--- config.mk ---
export PLATFORM = sky130hd
export DESIGN_NAME = bha_queue
export DESIGN_NICKNAME = d
export VERILOG_FILES = /design/src/rtl/bha_pkg.sv /design/src/rtl/bha_queue.sv
export SDC_FILE = /design/constraint.sdc
export NUM_CORES = 1
export LEC_CHECK = 0
export BUFFER_PORTS_ARGS = -buffer_cell sky130_fd_sc_hd__buf_2
export CAP_MARGIN = 20
export CORE_MARGIN = 2
export CORE_UTILIZATION = 56
export DETAILED_ROUTE_END_ITERATION = 16
export PLACE_DENSITY = 0.84
export RECOVER_POWER = 100
export SETUP_SLACK_MARGIN = 0.4
export SYNTH_ARGS = -nofsm -noshare
export SYNTH_HDL_FRONTEND = slang
export SYNTH_SLANG_ARGS = --single-unit
--- constraint.sdc ---
create_clock -name i_clk -period 23.6 [get_ports i_clk]
set_clock_uncertainty 0.2 [all_clocks]
set_input_delay 7.08 -clock i_clk [delete_from_list [all_inputs] [get_ports i_clk]]
set_output_delay 7.08 -clock i_clk [all_outputs]
set_load 0.02 [all_outputs]
--- src/rtl/bha_pkg.sv ---
package bha_pkg;

    // default sizes handed to the top level parameters
    localparam int DEF_MAX_BINS   = 64;
    localparam int DEF_NUM_SERIES = 8;
    localparam int DEF_COUNT_BITS = 32;

    // divider geometry
    localparam int DIV_W     = 64;
    localparam int DIV_LEN_W = 7;
    localparam int NUMER_W   = 40;
    localparam logic [DIV_LEN_W-1:0] DIV_LEN_SHORT = DIV_LEN_W'(NUMER_W);
    localparam logic [DIV_LEN_W-1:0] DIV_LEN_LONG  = DIV_LEN_W'(DIV_W);

    // depth of the queue between front and back
    localparam int QUEUE_DEPTH = 2;

    // configuration register indexes
    localparam logic [1:0] CFG_RANGE_LOW  = 2'd0;
    localparam logic [1:0] CFG_RANGE_HIGH = 2'd1;
    localparam logic [1:0] CFG_BINS       = 2'd2;

    // request actions
    localparam logic [1:0] ACT_ADD     = 2'd0;
    localparam logic [1:0] ACT_READ    = 2'd1;
    localparam logic [1:0] ACT_SUMMARY = 2'd2;
    localparam logic [1:0] ACT_NONE    = 2'd3;

    // result status codes
    localparam logic [1:0] ST_OK    = 2'd0;
    localparam logic [1:0] ST_RANGE = 2'd1;
    localparam logic [1:0] ST_BIN   = 2'd2;

    typedef struct packed {
        logic [1:0]         action;
        logic [2:0]         series_id;
        logic signed [31:0] sample;
        logic [5:0]         bin_index;
    } t_in_item;

    typedef struct packed {
        logic [1:0]         status;
        logic [31:0]        bin_total;
        logic signed [31:0] bin_edge;
        logic [31:0]        points_seen;
        logic signed [31:0] mean_value;
    } t_out_item;

    // work kinds after classification
    typedef enum logic [1:0] {
        OP_ADD,
        OP_RBIN,
        OP_SUMMARY,
        OP_REPLY
    } t_op;

    // classified request passed from front to back
    typedef struct packed {
        t_op                op;
        logic [1:0]         status;
        logic [2:0]         series;
        logic signed [31:0] sample;
        logic [6:0]         bin_lim;
        logic [5:0]         bin_idx;
        logic signed [31:0] lo;
        logic [NUMER_W-1:0] numer;
        logic [31:0]        denom;
    } t_job;

    typedef struct packed {
        logic                 start;
        logic [DIV_LEN_W-1:0] len;
        logic [DIV_W-1:0]     numer;
        logic [DIV_W-1:0]     denom;
    } t_div_req;

    typedef struct packed {
        logic             busy;
        logic             done;
        logic [DIV_W-1:0] quot;
    } t_div_rsp;

    typedef enum logic [2:0] {
        B_CLEAR,
        B_IDLE,
        B_PREP,
        B_DIV,
        B_READ,
        B_OUT
    } t_bstate;

endpackage

--- src/rtl/bha_queue.sv ---
module bha_queue import bha_pkg::*; (
    input  logic i_clk,
    input  logic i_rst_n,
    input  logic i_push,
    input  t_job i_data,
    output logic o_full,
    input  logic i_pop,
    output logic o_empty,
    output t_job o_head
);

    localparam int PTR_W = (QUEUE_DEPTH > 1) ? $clog2(QUEUE_DEPTH) : 1;

    t_job             r_mem [QUEUE_DEPTH];
    logic [PTR_W-1:0] r_wr, n_wr;
    logic [PTR_W-1:0] r_rd, n_rd;
    logic [PTR_W:0]   r_cnt, n_cnt;

    // pointer advance with wrap
    always_comb begin
        n_wr  = r_wr;
        n_rd  = r_rd;
        n_cnt = r_cnt;
        if (i_push) begin
            n_wr = (r_wr == PTR_W'(QUEUE_DEPTH - 1)) ? '0 : r_wr + 1'b1;
        end
        if (i_pop) begin
            n_rd = (r_rd == PTR_W'(QUEUE_DEPTH - 1)) ? '0 : r_rd + 1'b1;
        end
        if (i_push && !i_pop) begin
            n_cnt = r_cnt + 1'b1;
        end else if (i_pop && !i_push) begin
            n_cnt = r_cnt - 1'b1;
        end
    end

    always_ff @(posedge i_clk) begin
        if (!i_rst_n) begin
            r_wr  <= '0;
            r_rd  <= '0;
            r_cnt <= '0;
        end else begin
            r_wr  <= n_wr;
            r_rd  <= n_rd;
            r_cnt <= n_cnt;
        end
    end

    // entry storage
    always_ff @(posedge i_clk) begin
        if (i_push) begin
            r_mem[r_wr] <= i_data;
        end
    end

    assign o_full  = (r_cnt == (PTR_W + 1)'(QUEUE_DEPTH));
    assign o_empty = (r_cnt == '0);
    assign o_head  = r_mem[r_rd];

endmodule

**Word level (Yosys, flattened, before mapping)**

Memories as Yosys holds them, arrays and structs flattened. A register that Yosys moved wholly into a read port is not among the register bits.
Index checks and enable logic that the tools add are counted.

- Bitwise gates (word level): 0
- Multipliers: 0
- Divide/modulo/power cells: 0
- Magnitude comparators: 0
- Reductions and logical operators: 6
- Multiplexer cells: 8
- Equality and inequality tests: 1
- $add $sub $neg: 4
- Shift-type cells: 0

Operators by type and width:

| cell | number |
|---|---|
| 1-bit two-way mux | 6 |
| 2-bit two-way mux | 2 |
| 1-bit adder, second input constant | 2 |
| 2-bit by 1-bit adder with 2-bit output, second input constant | 1 |
| 2-bit equality test, second input constant | 1 |
| 1-bit logical AND | 2 |
| 1-bit logical NOT | 2 |
| 2-bit logical NOT | 1 |
| 2-bit nonzero test | 1 |
| 2-bit by 1-bit subtractor with 2-bit output, second input constant | 1 |

- Memory bits (read-only): 0
- Bits in latches: 0
- Bits in writable memories: 312
- Bits of input ports: 160
- Memories kept: 1
- Register bits after elaboration: 4

Memories:

| name | depth | width | read ports | clocked after memory_dff | wr ports | line | RTL |
|---|---|---|---|---|---|---|---|
| r_mem | 2 | 156 | 1 | 1 | 1 | bha_queue.sv:14 | `t_job r_mem [QUEUE_DEPTH];` |

**Depth between registers and ports, before layout**

- Depth after elaboration: 4
- Mapped depth: 5
- Depth with buffers taken out: 5

**Worst setup path after synthesis**

Ideal clock, no wire load.

- Kind: input -> register
- From: in i_push
- To: mem r_mem[0][0] (netlist bit) (enable)
- Arrival: 13.855 ns
- Setup slack: 8.853 ns
- Path buffers: 0
- Cell stages on the path: 1
- Setup time: 0.692 ns
- Path through: nor2b_1

- Cells in the longest elaborated chain, start to end: 2

Ends and longest elaborated chain:

| item | line | RTL |
|---|---|---|
| from (decl) | bha_queue.sv:4 | `input logic i_push,` |
| 1-bit two-way mux | bha_queue.sv:51 | `if (i_push) begin` |
| 1-bit two-way mux (implied by the code) | bha_queue.sv:52 | `r_mem[r_wr] <= i_data;` |
| to (decl) | bha_queue.sv:14 |  |

Every way passes these cells.

==> results.cfg <==
[final_layout]
final_cells = 1140
syn2layout_area_growth_pct = 21.1
drive_above_1_share = 0.325
nets = 1008
fillers = 1423

[pwr]
switching_share = 0.229
clock_power_share = 0.361
vdd_drop_max_mv = 0.101
power_frac_comb = 0.108
p_int_w = 0.000965
p_per_area_nw_per_um2 = 89.6
power_switching_w = 0.000286
p_leak_nw = 4.71
power_frac_seq = 0.531

[drt]
postRouteAntennaNets = 0
avgRoutedWirePerCell_um = 19.5
drt-vias-per-instance = 5.14
wl_um = 22200
drt_iter0_drc = 255
vias = 5859
post-route-drc-count = 0
firstDrtPassIters = 4

[sta]
hold_viol_final = 0
slew_headroom = -1.31
finalWorstSetupSlack_ns = 8.73
setup_tns_ns = 0
rsz0062_at_grt = false
fin_crit_sh = 0.630
drv_slew = 483
setup_viol = 0
period_minus_slack_ns = 14.87
tightest_slew_ns = 3.46
max_freq_mhz = 67.2

[min_path]
hold_end = r_cnt[1]
worstHoldStart = r_cnt[1]
min_path_type = register to register
min_path_cells = 2

[floorplan]
start_util = 0.570
die_y_um = 147
num_rows = 52
io-pin-count = 318
die_x_um = 147
die-area_um2 = 21800
design.core.area_um2 = 20200

[flow_run]
drv_cap = 9

[placed_design]
post-place-ws_ns = 13.53
place_congestion = 0.729
port_buffers = 317
place_hpwl_um = 14400
dp.cells = 1084

[global_route]
grt_pass1_wl_um = 32700
gr-usage-all-layers = 0.195
antenna_found_initial = 1
grt_pass1_vias = 6113
overflow = 0
grt_max_degree = 63

[worst_setup_path]
regToRegSetupSlack_ns = 18.11
worstPathRequired_ns = 16.32
r2r-start = r_wr
critPathLaunchType = register
r2r_cells = 2
endpoint_kind = output port
r2r_end = r_mem[1][3]
path_max_fanout = 62
critical_path_class = register to output port
cp.arrival_ns = 7.59

[clock_tree]
clock_latency_ns = 0.52
htreeDepth = 1
ctsResizeCount = 0
path_clk_slew_ns = 0.06
cts_buffers = 31
root_buffer = clkbuf_16
cts_tree = built
cts_buffer_depth = 3
cts_setup_buffers = 0
cts_num_sinks = 317
cts_hold_buffers = 0

[yosys]
synthTopCellsByArea = edfxtp_1 (81%), mux2_2 (15%), buf_6 (1.6%), dfxtp_1 (0.87%), and2_1 (0.22%)
syn-num-nets = 668
synth_ff_type = edfxtp_1
syn_area_um2 = 11500
synth-async-reset-ratio = 0
yosysUniqueCellTypes = 17
yosysSeqAreaShare = 0.821
avgSynthCellArea_um2 = 22.7
synth_common_cells = edfxtp_1 (312), mux2_2 (156), buf_6 (16)
yosysWarnings = 0
yosysMostFrequentCell = edfxtp_1
ys_ff_latch = 317
syn_inst = 507
synth-edff-count = 312
synth_top_area_cell = edfxtp_1
synth_top_area_frac = 0.813

[run_status]
violations = capacitance limit, slew limit
status = finished, violations left
final cells by class:
| type | instances | area [um2] | share of cell area |
|---|---|---|---|
| Sequential cell | 317 | 9470 | 0.679 |
| Multi-Input combinational cell | 172 | 1870 | 0.134 |
| Timing Repair Buffer | 324 | 1340 | 0.0958 |
| Clock buffer | 36 | 795 | 0.0569 |
| Tap cell | 270 | 338 | 0.0242 |
| Clock inverter | 19 | 140 | 0.0100 |
| Inverter | 1 | 3.75 | 0.000269 |
| Antenna cell | 1 | 2.50 | 0.000179 |
sequential cells by signal, summed over array words and instances (netlist names), named ones only:
name	cells
r_cnt	2
r_mem	312
r_rd	1
r_wr	1
power by group through the flow:
| stage | Sequential, W | Clock [W] | Combinational, W |
|---|---|---|---|
| 2_1_floorplan | 0.000673 | 0 | 0.0000961 |
| 3_3_place_gp | 0.000672 | 0 | 0.000140 |
| 3_5_place_dp | 0.000673 | 0 | 0.000143 |
| 4_1_cts | 0.000661 | 0.000462 | 0.000143 |
| 5_1_grt | 0.000666 | 0.000484 | 0.000144 |
| 6_report | 0.000664 | 0.000451 | 0.000136 |
worst max path at each step:
stage | startpoint | endpoint | slack (ns) | depth (start not counted)
finish | register | o_head[24] | 8.73 | 4
global route | register | o_head[24] | 8.07 | 4
CTS | register | o_head[12] | 12.96 | 4
detailed placement | register | o_head[14] | 13.53 | 4
global placement | register | o_head[14] | 13.51 | 4
floorplan | i_push | r_mem[0][0] | 8.85 | 1
metrics by stage:
step	hold slack [ns]	instance area [um2]	util	power (W)
after global placement	0.281	13300	0.659	0.000811
after global routing	0.364	14000	0.690	0.00129
final	0.324	14000	0.690	0.00125
after floorplan	0.266	11500	-	0.000769
after CTS	0.311	14300	0.705	0.00127
after detailed placement	0.300	13300	0.659	0.000815
routing by layer:
layer | vias to the layer above | share of wire | GRT usage
li1 | 2697 | - | -
met1 | 2881 | 0.39 | 0.248
met2 | 252 | 0.50 | 0.336
met3 | 29 | 0.087 | 0.0531
met4 | 0 | 0.017 | 0.0514
met5 | - | 0 | 0
worst max-delay path, stage by stage, from the launching register on:
cell      delay, ns
dfxtp_1        1.47
clkbuf_1       2.33
clkbuf_1       2.38
mux2_2         0.51
clkbuf_1       0.26
placed cells by master, fill, tap and decap left out, types with 2 or more instances in the layout:
cell / count
clkbuf_16: 31
nor2b_1: 2
xor2_1: 2
clkinv_2: 4
and2_0: 3
clkbuf_1: 231
edfxtp_1: 312
mux2_2: 146
bufinv_16: 2
buf_2: 97
dfxtp_1: 5
clkinv_1: 11
mux2_1: 10
logic make-up (layout without fill, tap and decap cells):
group	Yosys count	after routing	synth area share
AND/OR/NAND/NOR	9	9	0.00478
adder cells (fa/ha/maj)	1	1	0.00109
buffers and inverters	18	380	0.0164
multiplexers	156	156	0.152
flip-flops	317	317	0.821
other	0	1	0
AO/OA/AOI/OAI	3	3	0.00174
XOR/XNOR	3	3	0.00228
Power figures use the tool's default switching activity.
