File: config.mk
export PLATFORM = sky130hd
export DESIGN_NAME = bha_front
export DESIGN_NICKNAME = d
export VERILOG_FILES = /design/src/rtl/bha_pkg.sv /design/src/rtl/bha_front.sv
export SDC_FILE = /design/constraint.sdc
export NUM_CORES = 1
export LEC_CHECK = 0
export ABC_CLOCK_PERIOD_IN_PS = 8700
export CAP_MARGIN = 20
export CORE_MARGIN = 2
export CORE_UTILIZATION = 65
export CTS_CLUSTER_SIZE = 25
export DETAILED_ROUTE_END_ITERATION = 6
export DONT_BUFFER_PORTS = 1
export GPL_TIMING_DRIVEN = 1
export PLACE_DENSITY = 0.81
export RECOVER_POWER = 50
export SETUP_SLACK_MARGIN = 0.3
export SLEW_MARGIN = 20
export SYNTH_ARGS = -nofsm -noshare
export SYNTH_HDL_FRONTEND = slang
export SYNTH_SLANG_ARGS = --single-unit
File: constraint.sdc
create_clock -name i_clk -period 8.7 [get_ports i_clk]
set_clock_uncertainty 0.05 [all_clocks]
set_input_delay 0.87 -clock i_clk [delete_from_list [all_inputs] [get_ports i_clk]]
set_output_delay 0.87 -clock i_clk [all_outputs]
set_load 0.02 [all_outputs]
File: src/rtl/bha_pkg.sv
package bha_pkg;

    // default sizes handed to the top level parameters
    localparam int DEF_MAX_BINS   = 64;
    localparam int DEF_NUM_SERIES = 8;
    localparam int DEF_COUNT_BITS = 32;

    // divider geometry
    localparam int DIV_W     = 64;
    localparam int DIV_LEN_W = 7;
    localparam int NUMER_W   = 40;
    localparam logic [DIV_LEN_W-1:0] DIV_LEN_SHORT = DIV_LEN_W'(NUMER_W);
    localparam logic [DIV_LEN_W-1:0] DIV_LEN_LONG  = DIV_LEN_W'(DIV_W);

    // depth of the queue between front and back
    localparam int QUEUE_DEPTH = 2;

    // configuration register indexes
    localparam logic [1:0] CFG_RANGE_LOW  = 2'd0;
    localparam logic [1:0] CFG_RANGE_HIGH = 2'd1;
    localparam logic [1:0] CFG_BINS       = 2'd2;

    // request actions
    localparam logic [1:0] ACT_ADD     = 2'd0;
    localparam logic [1:0] ACT_READ    = 2'd1;
    localparam logic [1:0] ACT_SUMMARY = 2'd2;
    localparam logic [1:0] ACT_NONE    = 2'd3;

    // result status codes
    localparam logic [1:0] ST_OK    = 2'd0;
    localparam logic [1:0] ST_RANGE = 2'd1;
    localparam logic [1:0] ST_BIN   = 2'd2;

    typedef struct packed {
        logic [1:0]         action;
        logic [2:0]         series_id;
        logic signed [31:0] sample;
        logic [5:0]         bin_index;
    } t_in_item;

    typedef struct packed {
        logic [1:0]         status;
        logic [31:0]        bin_total;
        logic signed [31:0] bin_edge;
        logic [31:0]        points_seen;
        logic signed [31:0] mean_value;
    } t_out_item;

    // work kinds after classification
    typedef enum logic [1:0] {
        OP_ADD,
        OP_RBIN,
        OP_SUMMARY,
        OP_REPLY
    } t_op;

    // classified request passed from front to back
    typedef struct packed {
        t_op                op;
        logic [1:0]         status;
        logic [2:0]         series;
        logic signed [31:0] sample;
        logic [6:0]         bin_lim;
        logic [5:0]         bin_idx;
        logic signed [31:0] lo;
        logic [NUMER_W-1:0] numer;
        logic [31:0]        denom;
    } t_job;

    typedef struct packed {
        logic                 start;
        logic [DIV_LEN_W-1:0] len;
        logic [DIV_W-1:0]     numer;
        logic [DIV_W-1:0]     denom;
    } t_div_req;

    typedef struct packed {
        logic             busy;
        logic             done;
        logic [DIV_W-1:0] quot;
    } t_div_rsp;

    typedef enum logic [2:0] {
        B_CLEAR,
        B_IDLE,
        B_PREP,
        B_DIV,
        B_READ,
        B_OUT
    } t_bstate;

endpackage

File: src/rtl/bha_front.sv
module bha_front import bha_pkg::*; #(
    parameter int MAX_BINS   = DEF_MAX_BINS,
    parameter int NUM_SERIES = DEF_NUM_SERIES
) (
    input  logic        i_clk,
    input  logic        i_rst_n,
    input  logic        i_in_valid,
    output logic        o_in_stall,
    input  t_in_item    i_in_item,
    input  logic        i_cfg_valid,
    output logic        o_cfg_ready,
    input  logic [1:0]  i_cfg_index,
    input  logic [31:0] i_cfg_data,
    input  logic        i_clearing,
    input  logic        i_q_full,
    output logic        o_q_push,
    output t_job        o_q_data
);

    logic               r_valid;
    t_in_item           r_in;
    logic signed [31:0] r_lo;
    logic signed [31:0] r_hi;
    logic [6:0]         r_bins;

    logic               accept;
    logic signed [31:0] lo, hi, x;
    logic [32:0]        span;
    logic [32:0]        diff;
    logic [31:0]        range_w;
    logic [6:0]         bins_eff;
    logic               in_range;
    logic [31:0]        mul_a;
    logic [6:0]         mul_b;
    logic [38:0]        prod;
    t_job               job;

    // series number folded into the configured series count
    function automatic logic [2:0] wrap_series(input logic [2:0] s);
        logic [2:0] v;
        v = s;
        for (int k = 0; k < 8; k++) begin
            if (32'(v) >= NUM_SERIES) begin
                v = v - 3'(NUM_SERIES);
            end
        end
        return v;
    endfunction

    assign o_cfg_ready = 1'b1;
    assign o_in_stall  = i_clearing || (r_valid && i_q_full);
    assign accept      = i_in_valid && !o_in_stall;
    assign o_q_push    = r_valid && !i_q_full;

    // configuration registers
    always_ff @(posedge i_clk) begin
        if (!i_rst_n) begin
            r_lo   <= 32'sd0;
            r_hi   <= 32'sd65536;
            r_bins <= 7'd16;
        end else if (i_cfg_valid && o_cfg_ready) begin
            unique case (i_cfg_index)
                CFG_RANGE_LOW:  r_lo <= i_cfg_data;
                CFG_RANGE_HIGH: r_hi <= i_cfg_data;
                CFG_BINS:       r_bins <= i_cfg_data[6:0];
                default: ;
            endcase
        end
    end

    // input holding stage
    always_ff @(posedge i_clk) begin
        if (!i_rst_n) begin
            r_valid <= 1'b0;
        end else if (accept) begin
            r_valid <= 1'b1;
        end else if (o_q_push) begin
            r_valid <= 1'b0;
        end
    end

    always_ff @(posedge i_clk) begin
        if (accept) begin
            r_in <= i_in_item;
        end
    end

    // range, bin count and the one shared multiply
    always_comb begin
        lo   = r_lo;
        hi   = r_hi;
        x    = r_in.sample;
        span = {hi[31], hi} - {lo[31], lo};
        diff = {x[31], x} - {lo[31], lo};
        range_w = (hi >= lo) ? span[31:0] : '0;
        in_range = (x >= lo) && (x <= hi);
        if (r_bins == 7'd0) begin
            bins_eff = 7'd1;
        end else if (32'(r_bins) > MAX_BINS) begin
            bins_eff = 7'(MAX_BINS);
        end else begin
            bins_eff = r_bins;
        end
        mul_a = (r_in.action == ACT_ADD) ? diff[31:0] : range_w;
        mul_b = (r_in.action == ACT_ADD) ? bins_eff : {1'b0, r_in.bin_index};
        prod  = 39'(mul_a * mul_b);
    end

    // classification into a back end job
    always_comb begin
        job         = '0;
        job.series  = wrap_series(r_in.series_id);
        job.sample  = x;
        job.bin_lim = bins_eff - 7'd1;
        job.bin_idx = r_in.bin_index;
        job.lo      = lo;
        job.numer   = NUMER_W'(prod);
        unique case (r_in.action)
            ACT_ADD: begin
                if (in_range) begin
                    job.op    = OP_ADD;
                    job.denom = (range_w == '0) ? 32'd1 : range_w;
                end else begin
                    job.op     = OP_REPLY;
                    job.status = ST_RANGE;
                end
            end
            ACT_READ: begin
                if ({1'b0, r_in.bin_index} >= bins_eff) begin
                    job.op     = OP_REPLY;
                    job.status = ST_BIN;
                end else begin
                    job.op    = OP_RBIN;
                    job.denom = 32'(bins_eff);
                end
            end
            ACT_SUMMARY: begin
                job.op = OP_SUMMARY;
            end
            ACT_NONE: begin
                job.op     = OP_REPLY;
                job.status = ST_OK;
            end
        endcase
    end

    assign o_q_data = job;

endmodule

Yosys cells after proc, flatten, opt, wreduce, memory -nomap -nowiden
Cells that the tools add are included.
Storage, ports and cells
  output and inout port bits: 159
  register bits: 115
  bits of input ports: 83
Cells by class
  muxes and demuxes: 17
  $add $sub $neg: 3
  multipliers: 1
  reductions and logical operators: 15
  equal/unequal tests: 5
  magnitude comparators: 5
Operators by type and width (number)
  32-bit two-way mux: 4
  32-bit greater-or-equal comparator: 2
  32-bit one-hot mux with 2 select lines: 1
  32-bit subtractor: 2
  32-bit by 7-bit multiplier with 39-bit output: 1
  32-bit less-or-equal comparator: 1
  32-bit logical NOT: 1
  7-bit two-way mux: 4
  2-bit one-hot mux with 4 select lines: 1
  6-bit by 7-bit greater-or-equal comparator with 1-bit output: 1
  7-bit greater-than comparator (second input constant): 1
  7-bit logical NOT: 1
  7-bit by 1-bit subtractor with 7-bit output (second input constant): 1
  2-bit == test (second input constant): 3
  2-bit two-way mux: 3
  2-bit AND reduction: 3
  2-bit by 1-bit == test with 1-bit output (second input constant): 2
  1-bit logical AND: 4
  2-bit logical NOT: 2
  2-bit one-hot mux with 2 select lines: 1
  1-bit two-way mux: 3
  1-bit logical NOT: 2
  2-bit nonzero test: 1
  1-bit logical OR: 1

Longest topological paths before layout
  depth after elaboration: 6
  gate-level depth with buffers: 33
  depth with buffers taken out: 32

Worst setup path after synthesis
Ideal clock, no wire load.
  kind: register -> output
  from: reg r_lo[0] (netlist: lo[0])
  to: out o_q_data[69] (netlist bit)
  slack: 0.322 ns
  cell stages (with the launch flop): 31
  arrival: 7.458 ns
  buffers on the path: 2
  cell sequence: dfxtp_1 > ha_1 > inv_1 > fa_1 > a211oi_1 > o211ai_1 > nand3_1 > a31oi_1 > o21ai_1 > a31oi_2 > and2_1 > buf_2 > buf_2 > nand3_1 > o21ai_0 > fa_1 > fa_1 > fa_1 > inv_1 > fa_1 > inv_1 > ha_1 > nand2_1 > or4_1 > or2_0 > o21ba_2 > o31ai_2 > o221ai_2 > o211ai_2 > a21oi_1 > xnor2_1
RTL lines
  start, declared: line bha_front.sv:22  | logic signed [31:0] r_lo;
  start signal, assigned: line bha_front.sv:63  | CFG_RANGE_LOW: r_lo <= i_cfg_data;
  end, declared: line bha_front.sv:17  | output t_job o_q_data

==> results.ini <==
[floorplan]
die_y_um=167
die_w_um=167
num_rows=59
start_util_pct=66.2
die-area_um2=27800
coreArea_um2=26100
ioPinCount=242

[synthesis]
synth_area_um2=17200
ys_ff_latch=115
synth_enable_flop_cells=43
syn-num-nets=2561
async_flop_share_pct=0
synth_compound_area_share_pct=20.9
ys.flop_type=dfxtp_1
synth_cell_types=95
synth_mux_area_share_pct=0.907
synthXorXnorAreaFrac_pct=4.46
synthCells=2167
synth_top_area_share_pct=17.5
synth-simple-area-share_pct=19.8
synth_area_leaders=fa_1, ha_1, dfxtp_1, edfxtp_1, nand2_1
synth_top_family_by_area=adder cells
synth-adder-area-share_pct=29.1
avgSynthCellArea_um2=7.96
yosysWarnings=0
ys_seq_area_share_pct=15.8
synth_top_area_cell=fa_1

[worst_setup_path]
crit_start=x[0]$_DFFE_PP_
worstSetupEndpointType=output port
required_ns=7.78
slowest_stage=fa_1
slowest_delay_ns=0.59
cpMostUsedCell=buf_6
cp.arrival_ns=8.23
crit_path_start_kind=flop
critPathKind=flop to output port
reg2reg_from=r_valid$_SDFFE_PN0P_
critPathMaxFanout=7

[timing]
finalHoldViolations=0
whs_ns=0.449
fmax_mhz=109
fin_crit_ns=9.15
setup_ws_ns=-0.452
finalCritPeriodShare_pct=105
grt_setup_unrepaired=true
maxSlewViolCount=0
report.final.setup_viol=17
maxSlewHeadroom_pct=5.73
tightestPinTransition_ns=1.41

[power_and_ir_drop]
clkPwrFrac_pct=12.5
cellPowerDensity_nw_per_um2=281
power.total_w=0.00590
p_int_w=0.00291
p_seq_share_pct=10.4
p_sw_w=0.00299
power_switching_share_pct=50.7
ir_drop_v=0.000523
p_leak_nw=9.33
p_comb_share_pct=77.2

[final_layout]
stdcell_area_um2=21000
finish.utilization_pct=80.6
nFillCells=1592
layout.nets=2741
drive_above_1_share_pct=22.9
ff_latch_area_um2=2740
syn2layout_area_growth_pct=21.9
multi_input_area_um2=14100

[clock_tree]
clk_latency_ns=0.42
numClockSinks=115
cts.htree.levels=4
cts_tree=built
path_clk_slew_ns=0.06
hold_buffers=0
cts_buffer_depth=2
root_buffer=clkbuf_16
cts_buffers=17

[route]
drt_iter0_drc=2656
vias=18600
drtAntennaViolNets=0
drtPass1Iterations=7
wl_per_cell_um=26.5
drc=0
viasPerCell=6.91
routed_wl_mm=71.5

[min_path]
hold_class=flop to flop
worstHoldStart=hi[11]$_SDFFE_PN0P_

[placed_design]
port_buffers=0
gp_congestion=1.05
dp_slack_ns=-0.193
hpwl_mm=48.9
placed_cell_area_um2=18600

[global_routing]
antenna_found_initial=1
grt_usage_pct=46.5
grt_pass1_wl_mm=101
grt_pass1_vias=18000
grt_max_degree=73
gr-total-overflow=0

[run_status]
status=complete, but fails checks
failed_checks=setup timing

[flow_run]
maxCapViolCount=0

kinds of logic (layout without fill, tap and decap cells):
group / count (synthesis) / after routing
AND/OR/NAND/NOR: 747 / 747
AO/OA/AOI/OAI: 531 / 531
flip-flops: 115 / 115
other: 2 / 3
adder cells (fa/ha/maj): 311 / 311
buffers and inverters: 359 / 552
XOR/XNOR: 87 / 87
multiplexers: 15 / 15
cell usage after synthesis (all sizes together) (24+ instances only):
master / count
nor2: 218
o21ai: 101
nand3: 73
xor2: 30
clkbuf: 58
edfxtp: 43
a21oi: 135
buf: 69
nor2b: 24
nand4: 24
a21boi: 66
inv: 232
a21o: 55
ha: 160
and3: 28
dfxtp: 72
nand2: 269
xnor2: 57
fa: 151
layer usage:
layer / GRT usage, % / share of wire [%] / up-vias
met4: 29.0 / 8.8 / 0
met5: 0 / 0 / -
li1: - / - / 7749
met1: 55.7 / 34 / 8841
met2: 77.0 / 45 / 1586
met3: 9.32 / 12 / 462
stage by stage:
| stage | TNS (ns) | cells |
|---|---|---|
| 2_1_floorplan | 0 | 2167 |
| 5_1_grt | -8.24 | 2695 |
| 6_report | -4.47 | 2696 |
| 4_1_cts | 0 | 2665 |
| 3_5_place_dp | -0.824 | 2581 |
| 3_3_place_gp | 0 | 2581 |
path summary, 6_finish.rpt:
check                           slack [ns]  depth (start not counted)                   to
worst min-delay path                  0.45                          2  hi[11]$_SDFFE_PN0P_
worst min register to register        0.45                          2  hi[11]$_SDFFE_PN0P_
worst max-delay path                 -0.45                         34         o_q_data[64]
worst max register to register        6.84                          2      x[21]$_DFFE_PP_
cell usage in the layout (no fill, tap or decap), types with 14 or more instances in the layout:
| cell type | instances |
|---|---|
| nand2_1 | 257 |
| buf_4 | 231 |
| inv_1 | 209 |
| nor2_1 | 202 |
| fa_1 | 144 |
| ha_1 | 128 |
| a21oi_1 | 99 |
| nand3_1 | 72 |
| dfxtp_1 | 69 |
| a21boi_0 | 64 |
| a21o_1 | 55 |
| o21ai_0 | 54 |
| xnor2_1 | 46 |
| edfxtp_1 | 43 |
| a21oi_2 | 30 |
| o21ai_1 | 29 |
| and3_1 | 28 |
| clkbuf_1 | 28 |
| xor2_1 | 25 |
| nand4_1 | 24 |
| nor2b_1 | 24 |
| ha_4 | 24 |
| inv_2 | 23 |
| buf_6 | 21 |
| clkbuf_16 | 19 |
| nand2b_1 | 18 |
| nor3_1 | 17 |
| o21ai_2 | 16 |
| a211oi_1 | 14 |
final cells by class:
| type | count | area share, % |
|---|---|---|
| clock buffers | 20 | 2.33 |
| repair buffers | 288 | 10.8 |
| clock inverters | 12 | 0.560 |
| diodes | 1 | 0.0119 |
| well taps | 335 | 2.00 |
| flip-flops and latches | 115 | 13.0 |
| inverters | 232 | 4.15 |
| multi-input cells | 1693 | 67.1 |
critical path: cells and delay by family (launching register included):
kind / cells / cell delay [ns]
AND/OR/NAND/NOR: 4 / 0.63
XOR/XNOR: 2 / 0.34
AO/OA/AOI/OAI: 10 / 2.32
buffers and inverters: 11 / 1.15
adder cells (fa/ha/maj): 7 / 2.90
flip-flops: 1 / 0.42
power groups by stage:
stage	sequential (W)	combinational (W)	clock, W
after floorplan	0.000611	0.00220	0
after global placement	0.000618	0.00337	0
after detailed placement	0.000619	0.00349	0
after CTS	0.000609	0.00385	0.000729
after global routing	0.000612	0.00476	0.000746
final	0.000611	0.00455	0.000734
sequential cells by signal, indices dropped and copies added, names as in the netlist:
signal and flops:
r_in 2, r_bins 7, lo 32, r_valid 1
o_q_data 9, x 32, hi 32
timing repair:
action                                  CTS  global route
pin swaps                                92            57
endpoints found under the setup margin   26            26
setup buffers                            47            30
gates resized for setup                 153           131
cloned                                    5             0
Note: power is estimated with default switching activity, not from simulation.
