<file path="config.mk">
export PLATFORM = sky130hd
export DESIGN_NAME = bha_div
export DESIGN_NICKNAME = d
export VERILOG_FILES = /design/src/rtl/bha_pkg.sv /design/src/rtl/bha_div.sv
export SDC_FILE = /design/constraint.sdc
export NUM_CORES = 1
export LEC_CHECK = 0
export BUFFER_PORTS_ARGS = -buffer_cell sky130_fd_sc_hd__clkbuf_2
export CAP_MARGIN = 25
export CORE_MARGIN = 3
export CORE_UTILIZATION = 60
export CTS_CLUSTER_SIZE = 30
export DETAILED_ROUTE_END_ITERATION = 10
export GPL_TIMING_DRIVEN = 0
export MAX_ROUTING_LAYER = met4
export PLACE_DENSITY = 0.84
export SYNTH_ARGS = -nofsm -noshare
export SYNTH_HDL_FRONTEND = slang
export SYNTH_SLANG_ARGS = --single-unit
</file>
<file path="constraint.sdc">
create_clock -name i_clk -period 7.85 [get_ports i_clk]
set_input_delay 0.785 -clock i_clk [delete_from_list [all_inputs] [get_ports i_clk]]
set_output_delay 0.785 -clock i_clk [all_outputs]
set_load 0.02 [all_outputs]
</file>
<file path="src/rtl/bha_pkg.sv">
package bha_pkg;

    // default sizes handed to the top level parameters
    localparam int DEF_MAX_BINS   = 64;
    localparam int DEF_NUM_SERIES = 8;
    localparam int DEF_COUNT_BITS = 32;

    // divider geometry
    localparam int DIV_W     = 64;
    localparam int DIV_LEN_W = 7;
    localparam int NUMER_W   = 40;
    localparam logic [DIV_LEN_W-1:0] DIV_LEN_SHORT = DIV_LEN_W'(NUMER_W);
    localparam logic [DIV_LEN_W-1:0] DIV_LEN_LONG  = DIV_LEN_W'(DIV_W);

    // depth of the queue between front and back
    localparam int QUEUE_DEPTH = 2;

    // configuration register indexes
    localparam logic [1:0] CFG_RANGE_LOW  = 2'd0;
    localparam logic [1:0] CFG_RANGE_HIGH = 2'd1;
    localparam logic [1:0] CFG_BINS       = 2'd2;

    // request actions
    localparam logic [1:0] ACT_ADD     = 2'd0;
    localparam logic [1:0] ACT_READ    = 2'd1;
    localparam logic [1:0] ACT_SUMMARY = 2'd2;
    localparam logic [1:0] ACT_NONE    = 2'd3;

    // result status codes
    localparam logic [1:0] ST_OK    = 2'd0;
    localparam logic [1:0] ST_RANGE = 2'd1;
    localparam logic [1:0] ST_BIN   = 2'd2;

    typedef struct packed {
        logic [1:0]         action;
        logic [2:0]         series_id;
        logic signed [31:0] sample;
        logic [5:0]         bin_index;
    } t_in_item;

    typedef struct packed {
        logic [1:0]         status;
        logic [31:0]        bin_total;
        logic signed [31:0] bin_edge;
        logic [31:0]        points_seen;
        logic signed [31:0] mean_value;
    } t_out_item;

    // work kinds after classification
    typedef enum logic [1:0] {
        OP_ADD,
        OP_RBIN,
        OP_SUMMARY,
        OP_REPLY
    } t_op;

    // classified request passed from front to back
    typedef struct packed {
        t_op                op;
        logic [1:0]         status;
        logic [2:0]         series;
        logic signed [31:0] sample;
        logic [6:0]         bin_lim;
        logic [5:0]         bin_idx;
        logic signed [31:0] lo;
        logic [NUMER_W-1:0] numer;
        logic [31:0]        denom;
    } t_job;

    typedef struct packed {
        logic                 start;
        logic [DIV_LEN_W-1:0] len;
        logic [DIV_W-1:0]     numer;
        logic [DIV_W-1:0]     denom;
    } t_div_req;

    typedef struct packed {
        logic             busy;
        logic             done;
        logic [DIV_W-1:0] quot;
    } t_div_rsp;

    typedef enum logic [2:0] {
        B_CLEAR,
        B_IDLE,
        B_PREP,
        B_DIV,
        B_READ,
        B_OUT
    } t_bstate;

endpackage

</file>
<file path="src/rtl/bha_div.sv">
module bha_div import bha_pkg::*; (
    input  logic     i_clk,
    input  logic     i_rst_n,
    input  t_div_req i_req,
    output t_div_rsp o_rsp
);

    logic                 r_busy;
    logic                 r_done;
    logic [DIV_LEN_W-1:0] r_cnt;
    logic [DIV_W-1:0]     r_n;
    logic [DIV_W-1:0]     r_d;
    logic [DIV_W-1:0]     r_rem, n_rem;
    logic [DIV_W-1:0]     r_q;
    logic [DIV_W:0]       sh;
    logic                 ge;

    // one restoring step per cycle
    always_comb begin
        sh    = {r_rem, r_n[DIV_W-1]};
        ge    = (sh >= {1'b0, r_d});
        n_rem = ge ? DIV_W'(sh - {1'b0, r_d}) : sh[DIV_W-1:0];
    end

    // iteration control
    always_ff @(posedge i_clk) begin
        if (!i_rst_n) begin
            r_busy <= 1'b0;
            r_done <= 1'b0;
            r_cnt  <= '0;
        end else begin
            r_done <= 1'b0;
            if (i_req.start) begin
                r_busy <= 1'b1;
                r_cnt  <= i_req.len;
            end else if (r_busy) begin
                r_cnt <= r_cnt - 1'b1;
                if (r_cnt == DIV_LEN_W'(1)) begin
                    r_busy <= 1'b0;
                    r_done <= 1'b1;
                end
            end
        end
    end

    // dividend is left aligned so only len steps are needed
    always_ff @(posedge i_clk) begin
        if (i_req.start) begin
            r_n   <= i_req.numer << (DIV_LEN_LONG - i_req.len);
            r_d   <= i_req.denom;
            r_rem <= '0;
            r_q   <= '0;
        end else if (r_busy) begin
            r_n   <= r_n << 1;
            r_rem <= n_rem;
            r_q   <= {r_q[DIV_W-2:0], ge};
        end
    end

    assign o_rsp.busy = r_busy;
    assign o_rsp.done = r_done;
    assign o_rsp.quot = r_q;

endmodule

</file>
=== After elaboration in Yosys (flattened, before gate mapping) ===
Index checks and enable logic that the tools add are counted.
Widths: inputs -> output; s select.

* Bits in registers: 265
* Bits of input ports: 138
* Output and inout port bits: 66
* Word-level logic and storage cells: 26

* Add/subtract/negate cells: 3
* Magnitude comparators: 1
* Equal/unequal tests: 1
* Shift-type cells: 1
* Multiplexer cells: 9
* Bitwise operators: 2
* Reduce and logical (&&, ||, !) cells: 2

{| class="wikitable"
|+ Operators by type and width
! kind !! count
|-
| $mux 64 || 3
|-
| $ge 65x64->1 || 1
|-
| $shl 64x7->64 || 1
|-
| $sub 64x64->64 || 1
|-
| $mux 7 || 2
|-
| $eq 7x1->1 const B || 1
|-
| $sub 7x1->7 const B || 1
|-
| $sub 7x7->7 const A || 1
|-
| $mux 1 || 4
|-
| $reduce_or 3->1 || 1
|-
| $not 1->1 || 2
|-
| $reduce_bool 2->1 || 1
|}

=== Longest topological paths before layout ===
Gate-level depths: netlist (run 1).

* Depth after elaboration: 4
* Gate-level depth with buffers: 16
* Mapped depth without buffers: 13

=== Least setup slack after synthesis (run 1) ===
No wires, ideal clock.

* Path type: input-to-reg
* From: in i_req[128] (netlist bit)
* To: reg r_n[56], data pin
* Library setup time: 0.278 ns
* Data arrival time: 3.922 ns
* Slack: 3.650 ns
* Cell stages on the path: 15
* Buffers on the path: 7
* Cell sequence: clkbuf_1 > clkbuf_1 > buf_2 > inv_1 > ha_1 > clkbuf_1 > xor2_1 > buf_1 > clkbuf_1 > clkbuf_1 > o211ai_1 > o211ai_1 > o21ai_0 > nand2_1 > o221ai_1

* Longest elaborated chain between the ends: 3

{| class="wikitable"
|+ Ends and longest elaborated chain
! element !! RTL line !! source
|-
| start: declaration || bha_div.sv:4 || <nowiki>input t_div_req i_req,</nowiki>
|-
| $sub 7x7->7 || bha_div.sv:49 || <nowiki>r_n <= i_req.numer << (DIV_LEN_LONG - i_req.len);</nowiki>
|-
| $shl 64x7->64 || bha_div.sv:49 ||
|-
| $mux 64 || bha_div.sv:48 || <nowiki>if (i_req.start) begin</nowiki>
|-
| end signal: assignment || bha_div.sv:49 ||
|-
| end signal: assignment || bha_div.sv:54 || <nowiki>r_n <= r_n << 1;</nowiki>
|-
| end: declaration || bha_div.sv:11 || <nowiki>logic [DIV_W-1:0] r_n;</nowiki>
|}

Every way passes these cells.
A chain may end at the register's enable or synchronous reset.

=== Final worst setup path (run 1) ===
* From: in i_req[128] (netlist bit)
* To: reg r_n[57], data pin

The elaborated chain is that of the path after synthesis.

==> results of run 1 <==
[final cells by class]
type | instances | area share [%]
Multi-Input combinational cell | 1489 | 49.6
Sequential cell | 265 | 32.7
Timing Repair Buffer | 202 | 5.11
Clock buffer | 39 | 3.95
Buffer | 155 | 3.23
Tap cell | 384 | 2.39
Inverter | 127 | 2.37
Clock inverter | 15 | 0.634
[Yosys cell counts, types with 13 or more instances]
master and instances:
nor2_1 247, nand2_1 189, a21oi_1 170, mux2i_1 139, dfxtp_1 137, edfxtp_1 128
inv_1 124, o21ai_0 114, clkbuf_1 108, ha_1 67, a211oi_1 55, xnor2_1 37
nand2b_1 34, o221ai_1 34, o22ai_1 33, mux4_2 29, xor2_1 29, a21o_1 27
nand3_1 25, nor3_1 25, nand4_1 24, buf_2 23, o211ai_1 20, nor2b_1 18
o21a_1 16, buf_1 14, mux2_2 13, or3_1 13
[layout by cell type, fill, tap and decap left out, types with 33 or more instances in the layout]
master      n
clkbuf_2  201
dfxtp_1   137
o21ai_0   114
o221ai_1   34
nor2_1    247
ha_1       67
inv_1     123
xnor2_1    37
edfxtp_1  128
clkbuf_1  116
a21oi_1   170
mux2i_1   139
o22ai_1    33
nand2b_1   34
nand2_1   189
a211oi_1   55
[metal layers]
layer / global-route usage, % / wire length, um
met5: - / 0
met4: 10.2 / 1600
met3: 7.30 / 6340
met2: 53.0 / 24700
met1: 51.8 / 24500
[registers in the layout, summed over array words and instances, names as in the netlist]
register	count
r_d	64
r_rem	64
r_q	64
r_done	1
r_n	64
r_busy	1
r_cnt	7
[per-stage QoR]
stage,cells,worst slack (ns),utilization (%)
after floorplan,2036,3.65,-
after CTS,2676,2.87,69.7
after detailed placement,2622,2.27,66.5
after global placement,2621,2.31,66.4
final,2676,2.80,69.7
after global routing,2676,2.39,69.7
[report_power, final]
| part | internal [mW] | total, mW | switching [mW] |
|---|---|---|---|
| Sequential | 1.56 | 1.60 | 0.0445 |
| Clock | 0.751 | 1.34 | 0.594 |
| Combinational | 0.379 | 1.09 | 0.714 |
| Total | 2.69 | 4.04 | 1.35 |
[worst max-delay path by stage]
stage                              to  slack [ns]  cells past startpoint
floorplan           r_n[56]$_DFFE_PP_        3.65                     15
global placement    r_n[57]$_DFFE_PP_        2.31                     13
detailed placement  r_n[57]$_DFFE_PP_        2.27                     13
CTS                 r_n[57]$_DFFE_PP_        2.87                     13
global route        r_n[57]$_DFFE_PP_        2.39                     13
finish              r_n[57]$_DFFE_PP_        2.80                     13
[kinds of logic (layout without fill, tap and decap cells)]
| group | after synthesis | after routing | synth area share (%) |
|---|---|---|---|
| AO/OA/AOI/OAI | 555 | 555 | 19.9 |
| XOR/XNOR | 66 | 66 | 3.27 |
| adder cells (fa/ha/maj) | 68 | 68 | 4.85 |
| buffers and inverters | 282 | 538 | 6.37 |
| flip-flops | 265 | 265 | 37.2 |
| multiplexers | 181 | 181 | 12.4 |
| AND/OR/NAND/NOR | 619 | 619 | 15.9 |
[critical path, stage by stage]
cell      delay [ns]
clkbuf_1        0.32
clkbuf_1        0.54
buf_2           0.39
inv_1           0.19
ha_1            0.34
clkbuf_1        0.45
clkbuf_1        0.47
clkbuf_1        0.47
nor3_1          0.18
o21ai_0         0.64
nor2_1          0.08
a21oi_1         0.32
o221ai_1        0.16
==> qor.csv, run 1 <==
metric,value,unit
r2r startpoint,r_d[34]$_DFFE_PP_,
RR Endpoint,r_rem[14]$_SDFFE_PP0P_,
postcts setup bufs,0,
hold depth,1,
"Arr. time, crit path",5.35,ns
area delta synth->final,13.7,%
WL/cell,21.4,um
max-cap viol count,0,
post-layout minimum cycle time,5.05,ns
HPWL after detailed placement,43.6,mm
Detailed Route WL,57.2,mm
Chip Width,178,um
RSZ-0062 raised after global routing,no,
number of routed nets with antenna violations,0,
core area,28900,um2
Post-route DRC,0,
Unique masters post-synth,80,
crit share post-route,64.3,%
# diodes,0,
status,"complete, no violations",
1st-pass router iterations,6,
register bit total from synthesis,265,
Clock Path Buffers,3,
Worst Skew,0.0300,ns
Seq. cell area,6590,um2
area of the multi-input gates,9970,um2
Final Power,4.04,mW
critical hold path startpoint,i_req[4],
number of hold buffers added after cts,0,
initial core utilization,61.3,%
Yosys top cell area share,21.7,%
number of global-route vias before repair,16000,
fmax,198,MHz
hold crit path type,input pin to flop,
Congestion Overflow GR,0,
WS Path Type,input pin to flop,
Fillers,2355,
Final Setup Violations,0,
clk root buf,clkbuf_16,
H-tree lvl count,1,
Max Slew Vio Count,0,
initial antenna violation count,0,
"Async S/R FF share, synth",0,%
Die Height,178,um
"Reg clk slew, reported paths",0.06,ns
Die Area,31600,um2
Cells after Synth,2036,
maximum vdd drop,0.000170,V
placement row count,62,
vias,17100,
Worst-Margin Slew,0.949,ns
PwrDens,201,nW/um2
WP data required,8.16,ns
Final Hold Viols,0,
commonest register cell after synthesis,dfxtp_1,
hold_ws,0.377,ns
crit end category,flop,
Synth Area per Inst,8.69,um2
# resized after CTS,0,
Fin Setup TNS,0,ns
Pleak,8.51,nW
CTS Sinks,265,
"top cells by area, synth","edfxtp_1 22%, dfxtp_1 16%, mux2i_1 7.9%",
FF-to-FF setup slack,3.45,ns
Critical Path Start Type,input pin,
I/O Buffers,201,
CTS tree,yes,
first-pass GRT wire length,88.8,mm
largest net degree at the start of global routing,66,
Num CTS Buffers,29,
Hold Path Sink,r_d[4]$_DFFE_PP_,
area post-placement,19200,um2
Post-Synthesis Cell Area,17700,um2
Syn. warnings,0,
Worst Reg-to-Reg Cells,14,
"Net count, final",2475,
initial DRC count,2177,
Syn Nets,2242,
post-route design area,20100,um2
RePlAce Congestion,1.04,
top-level I/O count,204,
Clock Latency Late Sink,0.59,ns
sequential area share after synthesis,37.2,%
Setup crit start,i_req[128],
Vias/cell,6.38,
GRT Util Overall,36.4,%
Post-synth EDFFs,128,
CP max FO,10,
cell taking the most area after synthesis,edfxtp_1,
layout cells sized above 1,14.5,%
slew margin rel.,36.0,%
(Power assumes the default switching activity.)
==> run 2: changes to the inputs <==
Settings changed: ABC_AREA set to 1, CORE_UTILIZATION 60 to 55, PLACE_DENSITY 0.84 to 0.8.
Clock period 7.85 ns to 4.3 ns, I/O delays scaled along.
==> run 2 against run 1 <==
Compared with the run above: synthesized area increased by 10%; sequential power increased by 79%; utilization decreased by 5.4 points; setup slack got worse by 1.9 ns; global-route usage increased by 2.0 points; first-iteration DRC count decreased by 15%; critical path type unchanged; hold slack got worse by 0.37 ns; register-to-register slack got worse by 2.4 ns; combinational power increased by 28%.
==> qor.csv, run 2 <==
metric,value,unit
Final Power,6.88,mW
I/O Buffers,203,
Unique masters post-synth,47,
WL/cell,19.7,um
hold crit path type,input pin to flop,
PwrDens,308,nW/um2
H-tree lvl count,1,
initial DRC count,1856,
1st-pass router iterations,8,
Clock Path Buffers,3,
area of the multi-input gates,10700,um2
Post-route DRC,0,
crit path capture,r_n[47]$_DFFE_PP_,
Syn. warnings,0,
layout cells sized above 1,10.6,%
GRT Util Overall,38.4,%
Worst Skew,0.0192,ns
Final Non-Filler Cells,3749,
pre-CTS WS,0.417,ns
slew margin rel.,42.0,%
final worst slack,0.922,ns
post-route design area,22400,um2
max incr delay on CP,0.46,ns
Cells after Synth,3013,
cell taking the most area after synthesis,nand2_1,
vias,21300,
Vias/cell,5.68,
clk root buf,clkbuf_16,
"Cell Chain, Critical Path",clkbuf_2 -> inv_2 -> buf_2 -> buf_2 -> ha_1 -> clkinv_1 -> clkbuf_1 -> nand3_1 -> o21a_1 -> o21ai_0 -> nand2_1 -> nand3_1 -> nor2_1 -> a21oi_1 -> nand2_1,
Worst-Margin Slew,0.870,ns
Crit path depth,15,
"Reg clk slew, reported paths",0.06,ns
core area,34800,um2
Seq. cell area,6590,um2
number of global-route vias before repair,20700,
placement row count,68,
Fin Setup TNS,0,ns
Critical Path Start Type,input pin,
area post-placement,21200,um2
Pleak,11.3,nW
Num CTS Buffers,29,
"Async S/R FF share, synth",0,%
"Arr. time, crit path",3.70,ns
RSZ-0062 raised after global routing,no,
synth cell count leaders,"1163 x nand2_1, 421 x inv_1, 236 x nand3_1",
Final Hold Viols,0,
Congestion Overflow GR,0,
number of routed nets with antenna violations,0,
register bit total from synthesis,265,
Post-Synthesis Cell Area,19500,um2
Synth Area per Inst,6.48,um2
initial antenna violation count,0,
# diodes,0,
Worst path top cell family by delay,buffers and inverters,
"Net count, final",3477,
Buf/Inv on CP,6,
post-layout minimum cycle time,3.38,ns
"most common cell after layout, fill and taps aside",nand2_1,
WP data required,4.62,ns
# resized after CTS,0,
top-level I/O count,204,
commonest register cell after synthesis,dfxtp_1,
crit end category,flop,
Fillers,3113,
most common cell in the netlist,nand2_1,
Cells after DPL,3673,
hold_ws,0.00682,ns
RR Endpoint,r_rem[55]$_SDFFE_PP0P_,
fmax,296,MHz
Max Slew Vio Count,0,
Chip Width,194,um
RePlAce Congestion,1.09,
Syn Nets,3219,
r2r startpoint,r_d[16]$_DFFE_PP_,
"top cells by area, synth","nand2_1 22%, edfxtp_1 20%, dfxtp_1 14%",
Die Height,194,um
most frequent cells in the layout,"1163 x nand2_1, 421 x inv_1, 236 x nand3_1, 202 x clkbuf_2, 145 x o21ai_0",
Post-synth EDFFs,128,
hold depth,1,
max-cap viol count,0,
Die Area,37800,um2
crit share post-route,78.6,%
area delta synth->final,14.6,%
Detailed Route WL,73.8,mm
CP max-delay cell,o21ai_0,
initial core utilization,56.1,%
Final Setup Violations,0,
sequential area share after synthesis,33.7,%
CTS Sinks,265,
Setup crit start,i_req[128],
maximum vdd drop,0.000390,V
CP max FO,10,
Yosys top cell area share,22.4,%
first-pass GRT wire length,112,mm
FF-to-FF setup slack,1.02,ns
Worst Reg-to-Reg Cells,13,
largest net degree at the start of global routing,66,
Clock Latency Late Sink,0.60,ns
post-layout util,64.3,%
WS Path Type,input pin to flop,
status,"complete, no violations",
HPWL after detailed placement,58.4,mm
CTS tree,yes,
run 2: cells by family (layout without fill, tap and decap cells):
group | Yosys count | after routing | synth area share (%)
flops | 265 | 265 | 33.7
xor+xnor | 37 | 37 | 1.74
buf+inv | 567 | 848 | 11.5
simple gates | 1674 | 1674 | 36.1
mux | 38 | 38 | 1.95
fa+ha+maj | 68 | 68 | 4.40
compound gates | 364 | 364 | 10.5
run 2: metal layers:
layer | global-route usage (%) | share of wire (%)
met1 | 41.5 | 37
met2 | 67.8 | 49
met3 | 4.14 | 6.4
met4 | 23.4 | 7.4
met5 | - | 0
run 2: worst min-delay path by stage:
stage	startpoint	endpoint	slack [ns]
final	i_req[43]	r_d[43]$_DFFE_PP_	0.007
after global routing	i_req[13]	r_d[13]$_DFFE_PP_	0.007
after CTS	i_req[13]	r_d[13]$_DFFE_PP_	0.0002
after detailed placement	r_q[63]$_SDFFE_PP0P_	r_q[63]$_SDFFE_PP0P_	0.46
after global placement	r_q[63]$_SDFFE_PP0P_	r_q[63]$_SDFFE_PP0P_	0.45
after floorplan	r_rem[54]$_SDFFE_PP0P_	r_rem[54]$_SDFFE_PP0P_	0.44
run 2: timing repair:
action                    4_1_cts  5_1_grt
buffers inserted                0        0
hold buffers                   21        0
hold endpoints to repair       21        0
run 2: cell type report:
cell class	instances	area share, %
buffer	123	2.64
clock buffer	31	3.28
clock inverter	23	1.11
inverter	444	7.45
multi-input combinational	2181	47.7
sequential	265	29.4
tap	455	2.54
timing repair buffer	227	5.79
run 2: worst register-to-register path, cell delays in order (launching register included):
cell and delay (ns):
edfxtp_1 0.38, inv_1 0.09, ha_1 0.27, nand2_1 0.16, nor2_1 0.11, nand2_1 0.31
nor2_4 0.08, nand2_1 0.24, nor2_2 0.10, nor3_4 0.51, clkbuf_1 0.50, nand3b_1 0.21
nand3_1 0.16, nand2_1 0.06
run 2: power breakdown:
group / internal (mW) / leakage [nW] / switching (mW)
sequential: 2.80 / 2.41 / 0.0563
clock: 1.49 / 0.486 / 1.14
combinational: 0.425 / 8.43 / 0.970
total: 4.72 / 11.3 / 2.17
